[src/mhpq_pkg.sv]
// Package for the max-heap priority queue: entry, status and command types.
// Shared by the controller, the datapath and the top level; no dependencies.
`default_nettype none

package mhpq_pkg;

    localparam int CODE_W  = 32;
    localparam int PRIO_W  = 32;
    localparam int LIMIT_W = 7;
    localparam int ENTRY_W = CODE_W + PRIO_W;

    localparam logic [LIMIT_W-1:0] CAP_RESET = 7'd64;

    localparam logic CMD_INSERT  = 1'b0;
    localparam logic CMD_EXTRACT = 1'b1;

    typedef struct packed {
        logic        [CODE_W-1:0] code;
        logic signed [PRIO_W-1:0] prio;
    } t_entry;

    typedef enum logic [1:0] {
        ST_INSERTED  = 2'd0,
        ST_DROPPED   = 2'd1,
        ST_EXTRACTED = 2'd2,
        ST_EMPTY     = 2'd3
    } t_status;

    typedef enum logic [2:0] {
        RD_NONE,
        RD_PARENT,
        RD_ROOT,
        RD_LAST,
        RD_LEFT,
        RD_RIGHT
    } t_rd_sel;

    typedef struct packed {
        logic    load_item;
        logic    cap_root;
        logic    ext_setup;
        logic    cap_left;
        logic    up_step;
        logic    dn_step;
        logic    wr_item;
        logic    res_ld;
        t_status res_st;
        t_rd_sel rd;
    } t_ctl;

    typedef struct packed {
        logic full;
        logic empty;
        logic at_root;
        logic up_swap;
        logic l_ok;
        logic r_ok;
        logic dn_swap;
    } t_stat;

endpackage

`default_nettype wire

[src/mhpq_ram.sv]
// Generic single-port-write, single-port-read RAM with a registered read.
// No dependencies.
`default_nettype none

module mhpq_ram #(
    parameter int WIDTH = 64,
    parameter int DEPTH = 64
) (
    input  wire logic                     i_clk,
    input  wire logic                     i_we,
    input  wire logic [$clog2(DEPTH)-1:0] i_waddr,
    input  wire logic [WIDTH-1:0]         i_wdata,
    input  wire logic                     i_re,
    input  wire logic [$clog2(DEPTH)-1:0] i_raddr,
    output logic      [WIDTH-1:0]         o_rdata
);

    logic [WIDTH-1:0] r_mem [DEPTH];

    always_ff @(posedge i_clk) begin
        if (i_we) begin
            r_mem[i_waddr] <= i_wdata;
        end
        if (i_re) begin
            o_rdata <= r_mem[i_raddr];
        end
    end

endmodule

`default_nettype wire

[src/mhpq_ctrl.sv]
// Controller of the max-heap priority queue: sequences inserts and extracts.
// Depends on mhpq_pkg; drives the datapath through t_ctl and reads t_stat.
`default_nettype none

module mhpq_ctrl
    import mhpq_pkg::*;
(
    input  wire logic  i_clk,
    input  wire logic  i_rst_n,
    input  wire logic  i_start,
    input  wire logic  i_cmd,
    input  wire t_stat i_stat,
    output t_ctl       o_ctl,
    output logic       o_busy,
    output logic       o_valid
);

    typedef enum logic [2:0] {
        S_IDLE,
        S_EX_LAST,
        S_EX_SET,
        S_UP,
        S_UP_CMP,
        S_DN_L,
        S_DN_R,
        S_DN_CMP
    } t_state;

    t_state r_state, n_state;
    logic   r_valid, n_valid;

    always_comb begin
        o_ctl   = '0;
        n_state = r_state;
        n_valid = 1'b0;
        case (r_state)
            S_IDLE: begin
                if (i_start) begin
                    if (i_cmd == CMD_INSERT) begin
                        if (i_stat.full) begin
                            o_ctl.res_ld = 1'b1;
                            o_ctl.res_st = ST_DROPPED;
                            n_valid      = 1'b1;
                        end else begin
                            o_ctl.load_item = 1'b1;
                            n_state         = S_UP;
                        end
                    end else begin
                        if (i_stat.empty) begin
                            o_ctl.res_ld = 1'b1;
                            o_ctl.res_st = ST_EMPTY;
                            n_valid      = 1'b1;
                        end else begin
                            o_ctl.rd = RD_ROOT;
                            n_state  = S_EX_LAST;
                        end
                    end
                end
            end
            S_EX_LAST: begin
                o_ctl.cap_root = 1'b1;
                o_ctl.rd       = RD_LAST;
                n_state        = S_EX_SET;
            end
            S_EX_SET: begin
                o_ctl.ext_setup = 1'b1;
                n_state         = S_DN_L;
            end
            S_UP: begin
                if (i_stat.at_root) begin
                    o_ctl.wr_item = 1'b1;
                    o_ctl.res_ld  = 1'b1;
                    o_ctl.res_st  = ST_INSERTED;
                    n_valid       = 1'b1;
                    n_state       = S_IDLE;
                end else begin
                    o_ctl.rd = RD_PARENT;
                    n_state  = S_UP_CMP;
                end
            end
            S_UP_CMP: begin
                if (i_stat.up_swap) begin
                    o_ctl.up_step = 1'b1;
                    n_state       = S_UP;
                end else begin
                    o_ctl.wr_item = 1'b1;
                    o_ctl.res_ld  = 1'b1;
                    o_ctl.res_st  = ST_INSERTED;
                    n_valid       = 1'b1;
                    n_state       = S_IDLE;
                end
            end
            S_DN_L: begin
                if (!i_stat.l_ok) begin
                    o_ctl.wr_item = 1'b1;
                    o_ctl.res_ld  = 1'b1;
                    o_ctl.res_st  = ST_EXTRACTED;
                    n_valid       = 1'b1;
                    n_state       = S_IDLE;
                end else begin
                    o_ctl.rd = RD_LEFT;
                    n_state  = S_DN_R;
                end
            end
            S_DN_R: begin
                o_ctl.cap_left = 1'b1;
                if (i_stat.r_ok) begin
                    o_ctl.rd = RD_RIGHT;
                end
                n_state = S_DN_CMP;
            end
            S_DN_CMP: begin
                if (i_stat.dn_swap) begin
                    o_ctl.dn_step = 1'b1;
                    n_state       = S_DN_L;
                end else begin
                    o_ctl.wr_item = 1'b1;
                    o_ctl.res_ld  = 1'b1;
                    o_ctl.res_st  = ST_EXTRACTED;
                    n_valid       = 1'b1;
                    n_state       = S_IDLE;
                end
            end
            default: begin
                n_state = S_IDLE;
            end
        endcase
    end

    always_ff @(posedge i_clk) begin
        if (!i_rst_n) begin
            r_state <= S_IDLE;
            r_valid <= 1'b0;
        end else begin
            r_state <= n_state;
            r_valid <= n_valid;
        end
    end

    assign o_busy  = (r_state != S_IDLE);
    assign o_valid = r_valid;

    // A result is only ever presented once the sequencer has returned to idle.
    a_valid_idle: assert property (@(posedge i_clk) disable iff (!i_rst_n)
        r_valid |-> (r_state == S_IDLE))
        else $error("result strobe raised while an operation is in progress");

endmodule

`default_nettype wire

[src/mhpq_dp.sv]
// Datapath of the max-heap priority queue: entry store, count, sift registers.
// Depends on mhpq_pkg and mhpq_ram; driven by mhpq_ctrl through t_ctl.
`default_nettype none

module mhpq_dp
    import mhpq_pkg::*;
#(
    parameter int DEPTH = 64
) (
    input  wire logic                      i_clk,
    input  wire logic                      i_rst_n,
    input  wire logic                      i_cfg_we,
    input  wire logic        [LIMIT_W-1:0] i_cfg_wdata,
    input  wire logic signed [CODE_W-1:0]  i_item_code,
    input  wire logic signed [PRIO_W-1:0]  i_item_priority,
    input  wire t_ctl                      i_ctl,
    output t_stat                          o_stat,
    output logic             [1:0]         o_status,
    output logic signed      [CODE_W-1:0]  o_out_code,
    output logic signed      [PRIO_W-1:0]  o_out_priority
);

    localparam int AW = $clog2(DEPTH);
    localparam int CW = $clog2(DEPTH + 1);
    localparam int LW = (CW > LIMIT_W) ? CW : LIMIT_W;
    localparam int XW = AW + 2;

    logic [CW-1:0]      r_count;
    logic [LIMIT_W-1:0] r_limit;
    logic [AW-1:0]      r_pos;
    t_entry             r_item;
    t_entry             r_left;
    t_entry             r_root;
    t_status            r_status;
    logic [CODE_W-1:0]  r_code;
    logic [PRIO_W-1:0]  r_prio;

    logic [ENTRY_W-1:0] ram_rdata;
    t_entry             rd_ent;
    logic               ram_we;
    t_entry             ram_wdata;
    logic [AW-1:0]      ram_raddr;

    logic [LW-1:0]      lim_ext;
    logic [LW-1:0]      lim_eff;
    logic [AW-1:0]      pos_m1;
    logic [AW-1:0]      par_idx;
    logic [AW-1:0]      last_idx;
    logic [XW-1:0]      l_wide;
    logic [XW-1:0]      r_wide;
    logic [XW-1:0]      cnt_wide;
    logic               lbig;
    logic               rbig;
    logic [PRIO_W-1:0]  best_prio;
    t_entry             dn_child;
    logic [AW-1:0]      dn_idx;

    assign rd_ent    = ram_rdata;
    assign lim_ext   = LW'(r_limit);
    assign lim_eff   = (lim_ext > LW'(DEPTH)) ? LW'(DEPTH) : lim_ext;
    assign pos_m1    = r_pos - AW'(1);
    assign par_idx   = pos_m1 >> 1;
    assign last_idx  = AW'(r_count - CW'(1));
    assign l_wide    = {1'b0, r_pos, 1'b1};
    assign r_wide    = l_wide + XW'(1);
    assign cnt_wide  = XW'(r_count);

    assign lbig      = $signed(r_left.prio) > $signed(r_item.prio);
    assign best_prio = lbig ? r_left.prio : r_item.prio;
    assign rbig      = o_stat.r_ok && ($signed(rd_ent.prio) > $signed(best_prio));
    assign dn_child  = rbig ? rd_ent : r_left;
    assign dn_idx    = rbig ? r_wide[AW-1:0] : l_wide[AW-1:0];

    always_comb begin
        o_stat.full    = (LW'(r_count) >= lim_eff);
        o_stat.empty   = (r_count == '0);
        o_stat.at_root = (r_pos == '0);
        o_stat.up_swap = $signed(r_item.prio) > $signed(rd_ent.prio);
        o_stat.l_ok    = (l_wide < cnt_wide);
        o_stat.r_ok    = (r_wide < cnt_wide);
        o_stat.dn_swap = lbig || rbig;
    end

    always_comb begin
        case (i_ctl.rd)
            RD_PARENT: ram_raddr = par_idx;
            RD_ROOT:   ram_raddr = '0;
            RD_LAST:   ram_raddr = last_idx;
            RD_LEFT:   ram_raddr = l_wide[AW-1:0];
            RD_RIGHT:  ram_raddr = r_wide[AW-1:0];
            default:   ram_raddr = '0;
        endcase
    end

    assign ram_we    = i_ctl.wr_item || i_ctl.up_step || i_ctl.dn_step;
    assign ram_wdata = i_ctl.wr_item ? r_item : (i_ctl.up_step ? rd_ent : dn_child);

    mhpq_ram #(
        .WIDTH (ENTRY_W),
        .DEPTH (DEPTH)
    ) u_store (
        .i_clk   (i_clk),
        .i_we    (ram_we),
        .i_waddr (r_pos),
        .i_wdata (ram_wdata),
        .i_re    (i_ctl.rd != RD_NONE),
        .i_raddr (ram_raddr),
        .o_rdata (ram_rdata)
    );

    always_ff @(posedge i_clk) begin
        if (!i_rst_n) begin
            r_count <= '0;
            r_limit <= CAP_RESET;
        end else begin
            if (i_cfg_we) begin
                r_limit <= i_cfg_wdata;
            end
            if (i_ctl.load_item) begin
                r_count <= r_count + CW'(1);
            end else if (i_ctl.ext_setup) begin
                r_count <= r_count - CW'(1);
            end
        end
    end

    always_ff @(posedge i_clk) begin
        if (i_ctl.load_item) begin
            r_item.code <= i_item_code;
            r_item.prio <= i_item_priority;
            r_pos       <= r_count[AW-1:0];
        end
        if (i_ctl.ext_setup) begin
            r_item <= rd_ent;
            r_pos  <= '0;
        end
        if (i_ctl.up_step) begin
            r_pos <= par_idx;
        end
        if (i_ctl.dn_step) begin
            r_pos <= dn_idx;
        end
        if (i_ctl.cap_root) begin
            r_root <= rd_ent;
        end
        if (i_ctl.cap_left) begin
            r_left <= rd_ent;
        end
        if (i_ctl.res_ld) begin
            r_status <= i_ctl.res_st;
            r_code   <= (i_ctl.res_st == ST_EXTRACTED) ? r_root.code : '0;
            r_prio   <= (i_ctl.res_st == ST_EXTRACTED) ? r_root.prio : '0;
        end
    end

    assign o_status       = r_status;
    assign o_out_code     = r_code;
    assign o_out_priority = r_prio;

    a_count_range: assert property (@(posedge i_clk) disable iff (!i_rst_n)
        r_count <= CW'(DEPTH))
        else $error("entry count exceeds the store depth");

    // Child reads must stay inside the live part of the heap.
    a_left_live: assert property (@(posedge i_clk) disable iff (!i_rst_n)
        (i_ctl.rd == RD_LEFT) |-> o_stat.l_ok)
        else $error("left child read beyond the last entry");

    a_right_live: assert property (@(posedge i_clk) disable iff (!i_rst_n)
        (i_ctl.rd == RD_RIGHT) |-> o_stat.r_ok)
        else $error("right child read beyond the last entry");

    a_last_live: assert property (@(posedge i_clk) disable iff (!i_rst_n)
        (i_ctl.rd == RD_LAST) |-> !o_stat.empty)
        else $error("last entry read from an empty heap");

endmodule

`default_nettype wire

[src/max_heap_priority_queue.sv]
// Binary max-heap priority queue of code and priority pairs. An insert lets
// the new entry climb toward the root, and an extract lets the last entry,
// moved to the root, sink; either way the entry moves one level at a time,
// at most log2(DEPTH) levels. A dropped insert or an extract from an empty
// heap is reported on the cycle after acceptance. The single read port of the
// entry RAM gives one read per cycle: one parent per level going up, two
// children per level going down. Results cannot be stalled; each is shown on
// o_valid for one cycle, and busy falls in that same cycle so the next command
// may be transferred at once.
// Depends on mhpq_pkg, mhpq_ctrl, mhpq_dp and mhpq_ram.
`default_nettype none

module max_heap_priority_queue
    import mhpq_pkg::*;
#(
    parameter int DEPTH = 64
) (
    input  wire logic                      i_clk,
    input  wire logic                      i_rst_n,
    input  wire logic                      i_cfg_we,
    input  wire logic        [LIMIT_W-1:0] i_cfg_wdata,
    input  wire logic                      start,
    output logic                           busy,
    input  wire logic                      i_cmd,
    input  wire logic signed [CODE_W-1:0]  i_item_code,
    input  wire logic signed [PRIO_W-1:0]  i_item_priority,
    output logic                           o_valid,
    output logic             [1:0]         o_status,
    output logic signed      [CODE_W-1:0]  o_out_code,
    output logic signed      [PRIO_W-1:0]  o_out_priority
);

    t_ctl  ctl;
    t_stat stat;

    mhpq_ctrl u_ctrl (
        .i_clk   (i_clk),
        .i_rst_n (i_rst_n),
        .i_start (start),
        .i_cmd   (i_cmd),
        .i_stat  (stat),
        .o_ctl   (ctl),
        .o_busy  (busy),
        .o_valid (o_valid)
    );

    mhpq_dp #(
        .DEPTH (DEPTH)
    ) u_dp (
        .i_clk           (i_clk),
        .i_rst_n         (i_rst_n),
        .i_cfg_we        (i_cfg_we),
        .i_cfg_wdata     (i_cfg_wdata),
        .i_item_code     (i_item_code),
        .i_item_priority (i_item_priority),
        .i_ctl           (ctl),
        .o_stat          (stat),
        .o_status        (o_status),
        .o_out_code      (o_out_code),
        .o_out_priority  (o_out_priority)
    );

endmodule

`default_nettype wire
[config.mk]
export PLATFORM = sky130hd
export DESIGN_NAME = max_heap_priority_queue
export DESIGN_NICKNAME = d
export VERILOG_FILES = /design/src/mhpq_pkg.sv /design/src/mhpq_ram.sv /design/src/mhpq_ctrl.sv /design/src/mhpq_dp.sv /design/src/max_heap_priority_queue.sv
export SDC_FILE = /design/constraint.sdc
export NUM_CORES = 2
export LEC_CHECK = 0
export BUFFER_PORTS_ARGS = -buffer_cell sky130_fd_sc_hd__buf_2
export CAP_MARGIN = 5
export CORE_ASPECT_RATIO = 1.75
export CORE_MARGIN = 1
export CORE_UTILIZATION = 45
export DETAILED_ROUTE_END_ITERATION = 12
export RECOVER_POWER = 100
export SLEW_MARGIN = 5
export SYNTH_ARGS = -nofsm -noshare
export SYNTH_HDL_FRONTEND = slang
export SYNTH_SLANG_ARGS = --single-unit
[constraint.sdc]
create_clock -name i_clk -period 16.82 [get_ports i_clk]
set_input_delay 3.364 -clock i_clk [delete_from_list [all_inputs] [get_ports i_clk]]
set_output_delay 3.364 -clock i_clk [all_outputs]
set_load 0.02 [all_outputs]
==> run metrics <==
top cells by area, synth=edfxtp_1 (75%), nand2_1 (7.1%), nand3_1 (4.5%), mux2i_1 (2.4%), mux4_2 (1.7%); Setup crit start kind=register; Final TNS setup=0 ps; Final period util=75.5%; worst vdd ir=0.240 mV; Area Growth Syn to Fin=10.8%; placer congestion estimate=0.882; Final HPWL DP=318000 µm; largest net degree at the start of global routing=164; Hold Path Origin=u_dp.lim_ext[0]$_SDFFE_PN0P_; site row count=304; post-synth top area cell=edfxtp_1; CP required=17600 ps; skew final=79.9 ps; die height=832 µm; Starting Density=45.3%; RSZ-0062 raised after global routing=no; Hold-fix buffers, CTS=0; syn avg cell area=14.0 µm²; root buffer cell=clkbuf_16; post-layout min period=12710 ps; Synth Instances=12700; DRC=0; post_cts resized=0; Clk Latency, worst-skew pair=970 ps; met3 routed WL=43500 µm; syn_nets=12900; Setup Fix Bufs, Post-CTS=0; Hold Path Stages=2; reg-to-reg slack, setup=4110 ps; r2r startpoint=u_dp.r_pos[0]$_DFFE_PP_; CTS buffer count=383; Die Width=477 µm; Longest Clk Path Bufs=4; commonest non-fill, non-tap cells in the layout=edfxtp_1 (4424), nand2_1 (3360), nand3_1 (1586); clk slew on worst S/H paths=70 ps; Seq cells post-synth=4442; pre-CTS WS=7490 ps; first-pass GRT wire length=773000 µm; failing checks=max-capacitance violations, max-slew violations; Rel. slew slack=-241%; Iter 0 DRT Violations=13000; input/output buffers=143; Layout fillers=33100; Synth warnings=0; Sink Count=4442; Cell Area, Synth=177000 µm²; footprint of the multi-input gates=40900 µm²; Arrival @ worst endpoint=13490 ps; Tot GR Track Use=26.9%; TritonCTS clock tree=yes; 1st-pass router iterations=6; fin worst setup slack=4110 ps; r2r endpoint=u_dp.u_store.o_rdata[46]$_DFFE_PP_; total grt overflow=0; Synth cell types=87; EDFF count, synth=4424; kind of critical path=reg -> reg; most common cell after layout, fill and taps aside=edfxtp_1; Fin. Hold Viols=0; static leakage=0.0666 µW; share of flip-flops with an asynchronous set or reset=0%; initial antenna violation count=37; # IOs=144; PD cells=209 nW/µm²; H-tree level count=5; R2R cell count=18; number of max-cap violations=73; vias per cell=6.00; top_reg_cell synth=edfxtp_1; hold path endpoint=u_dp.lim_ext[0]$_SDFFE_PN0P_; top layer reached by signal wires=met5; fin nets=13000; fmax=78.7 MHz; post-synthesis sequential area ratio=75.1%; Final setup viols=0; crit path max fanout=38; number of nets with antenna violations after routing=0; total power=41100 µW; outcome=finished with violations; Worst-Margin Slew=5120 ps; share of layout cells above drive strength 1=8.55%; Die ar.=397000 µm²; DRT met1 WL=195000 µm; vias=110000; number of global-route vias before repair=107000; post-synth top area share=74.9%; Met2 Wirelength=282000 µm; DRT Wirelength=546000 µm; final slew viol count=2538; register area=133000 µm²; drt wl/cell=29.8 µm; Hold Path Class=reg -> reg; Crit. End Element=register; Core Box Area=392000 µm²
[layer usage]
layer,vias up,global-route usage [%]
li1,47300,-
met1,56100,32.2
met2,5344,48.1
met3,1176,4.07
met4,8,11.2
met5,-,0
[logic make-up after synthesis]
kind of cell | count (synthesis) | share of synthesized area, %
AOI/OAI and AO/OA | 1052 | 3.63
xor gates and xnor gates | 17 | 0.0840
adders and majority gates | 119 | 0.840
buffers and inverters | 874 | 2.23
DFF | 4442 | 75.1
muxes | 567 | 4.14
and+or+nand+nor | 5636 | 14.0
[worst max-delay path by stage]
stage / start / slack [ps] / end / depth (start not counted)
floorplan: u_dp.r_left[20]$_DFFE_PP_ / 7030 / u_dp.u_store.r_mem[1][0]$_DFFE_PP_ / 23
global placement: u_dp.r_item[5]$_DFFE_PP_ / 7340 / u_dp.u_store.r_mem[38][1]$_DFFE_PP_ / 24
detailed placement: u_dp.r_item[5]$_DFFE_PP_ / 7490 / u_dp.u_store.r_mem[38][1]$_DFFE_PP_ / 24
CTS: u_dp.r_item[5]$_DFFE_PP_ / 7460 / u_dp.u_store.r_mem[38][38]$_DFFE_PP_ / 24
global route: u_dp.r_item[5]$_DFFE_PP_ / 3660 / u_dp.u_store.r_mem[1][25]$_DFFE_PP_ / 22
finish: u_dp.r_pos[0]$_DFFE_PP_ / 4110 / u_dp.u_store.o_rdata[46]$_DFFE_PP_ / 18
[area by class of cell]
class | instances | share of cell area, %
Clock buffer | 445 | 5.05
Timing Repair Buffer | 490 | 1.61
Sequential cell | 4442 | 67.8
Multi-Input combinational cell | 7391 | 20.8
Tap cell | 5202 | 3.31
Antenna cell | 12 | 0.0153
Inverter | 86 | 0.165
Clock inverter | 243 | 1.22
[flip-flops by register name, summed over array words and instances (netlist names)]
| signal | flops |
|---|---|
| u_dp.u_store.r_mem | 4096 |
| u_dp.r_item | 64 |
| u_dp.r_left | 64 |
| u_dp.r_root | 64 |
| u_dp.u_store.o_rdata | 64 |
| u_dp.o_out_code | 32 |
| u_dp.o_out_priority | 32 |
| u_dp.lim_ext | 7 |
| u_dp.r_count | 7 |
| u_dp.r_pos | 6 |
| u_ctrl.r_state | 3 |
| u_dp.o_status | 2 |
| u_ctrl.o_valid | 1 |
[report_power, final]
part / leakage, µW / internal, µW / switching (µW) / total (µW)
Combinational: 0.0206 / 3290 / 11400 / 14700
Clock: 0.00599 / 4900 / 4040 / 8940
Sequential: 0.0400 / 17000 / 526 / 17500
Total: 0.0666 / 25200 / 15900 / 41100
[through the flow]
step	utilization, %	area, µm²	std cells	hold slack [ps]
floorplan	-	177000	12700	452
global placement	47.2	185000	17600	482
detailed placement	47.2	185000	17600	478
CTS	50.4	197000	18300	493
global route	50.1	196000	18300	525
finish	50.1	196000	18300	495
[critical path, stage by stage (launching register included)]
cell      delay, ps
edfxtp_1        670
nand3_1         720
o21ai_0         350
o21ai_0         140
ha_1            350
and3_1          230
a221oi_1        440
nand2_1         200
a21oi_1         320
a211o_2         150
clkbuf_1       1520
clkbuf_1       2140
nor2_1          700
nand2_1        1090
clkbuf_1       1510
buf_4           640
a21oi_1          80
nor4_1          820
and3_1          330
[Yosys cell counts, types with 10 or more instances]
cell	instances
o21ai_0	105
edfxtp_1	4424
and3_1	200
ha_1	119
and2_1	76
a311oi_1	77
nand2_1	3358
mux4_2	133
or4_1	45
a21oi_1	442
o22ai_1	72
inv_1	86
a22oi_1	71
buf_4	50
a32o_1	10
nand3_1	1586
mux2i_1	433
a21o_1	31
nor4_1	55
nand4_1	88
clkbuf_1	382
buf_2	294
buf_1	48
xnor2_1	13
dfxtp_1	18
o21ai_1	38
nor2_1	83
nor3_1	81
buf_6	12
a31oi_1	123
No activity file was read; power rests on OpenSTA's default activity.
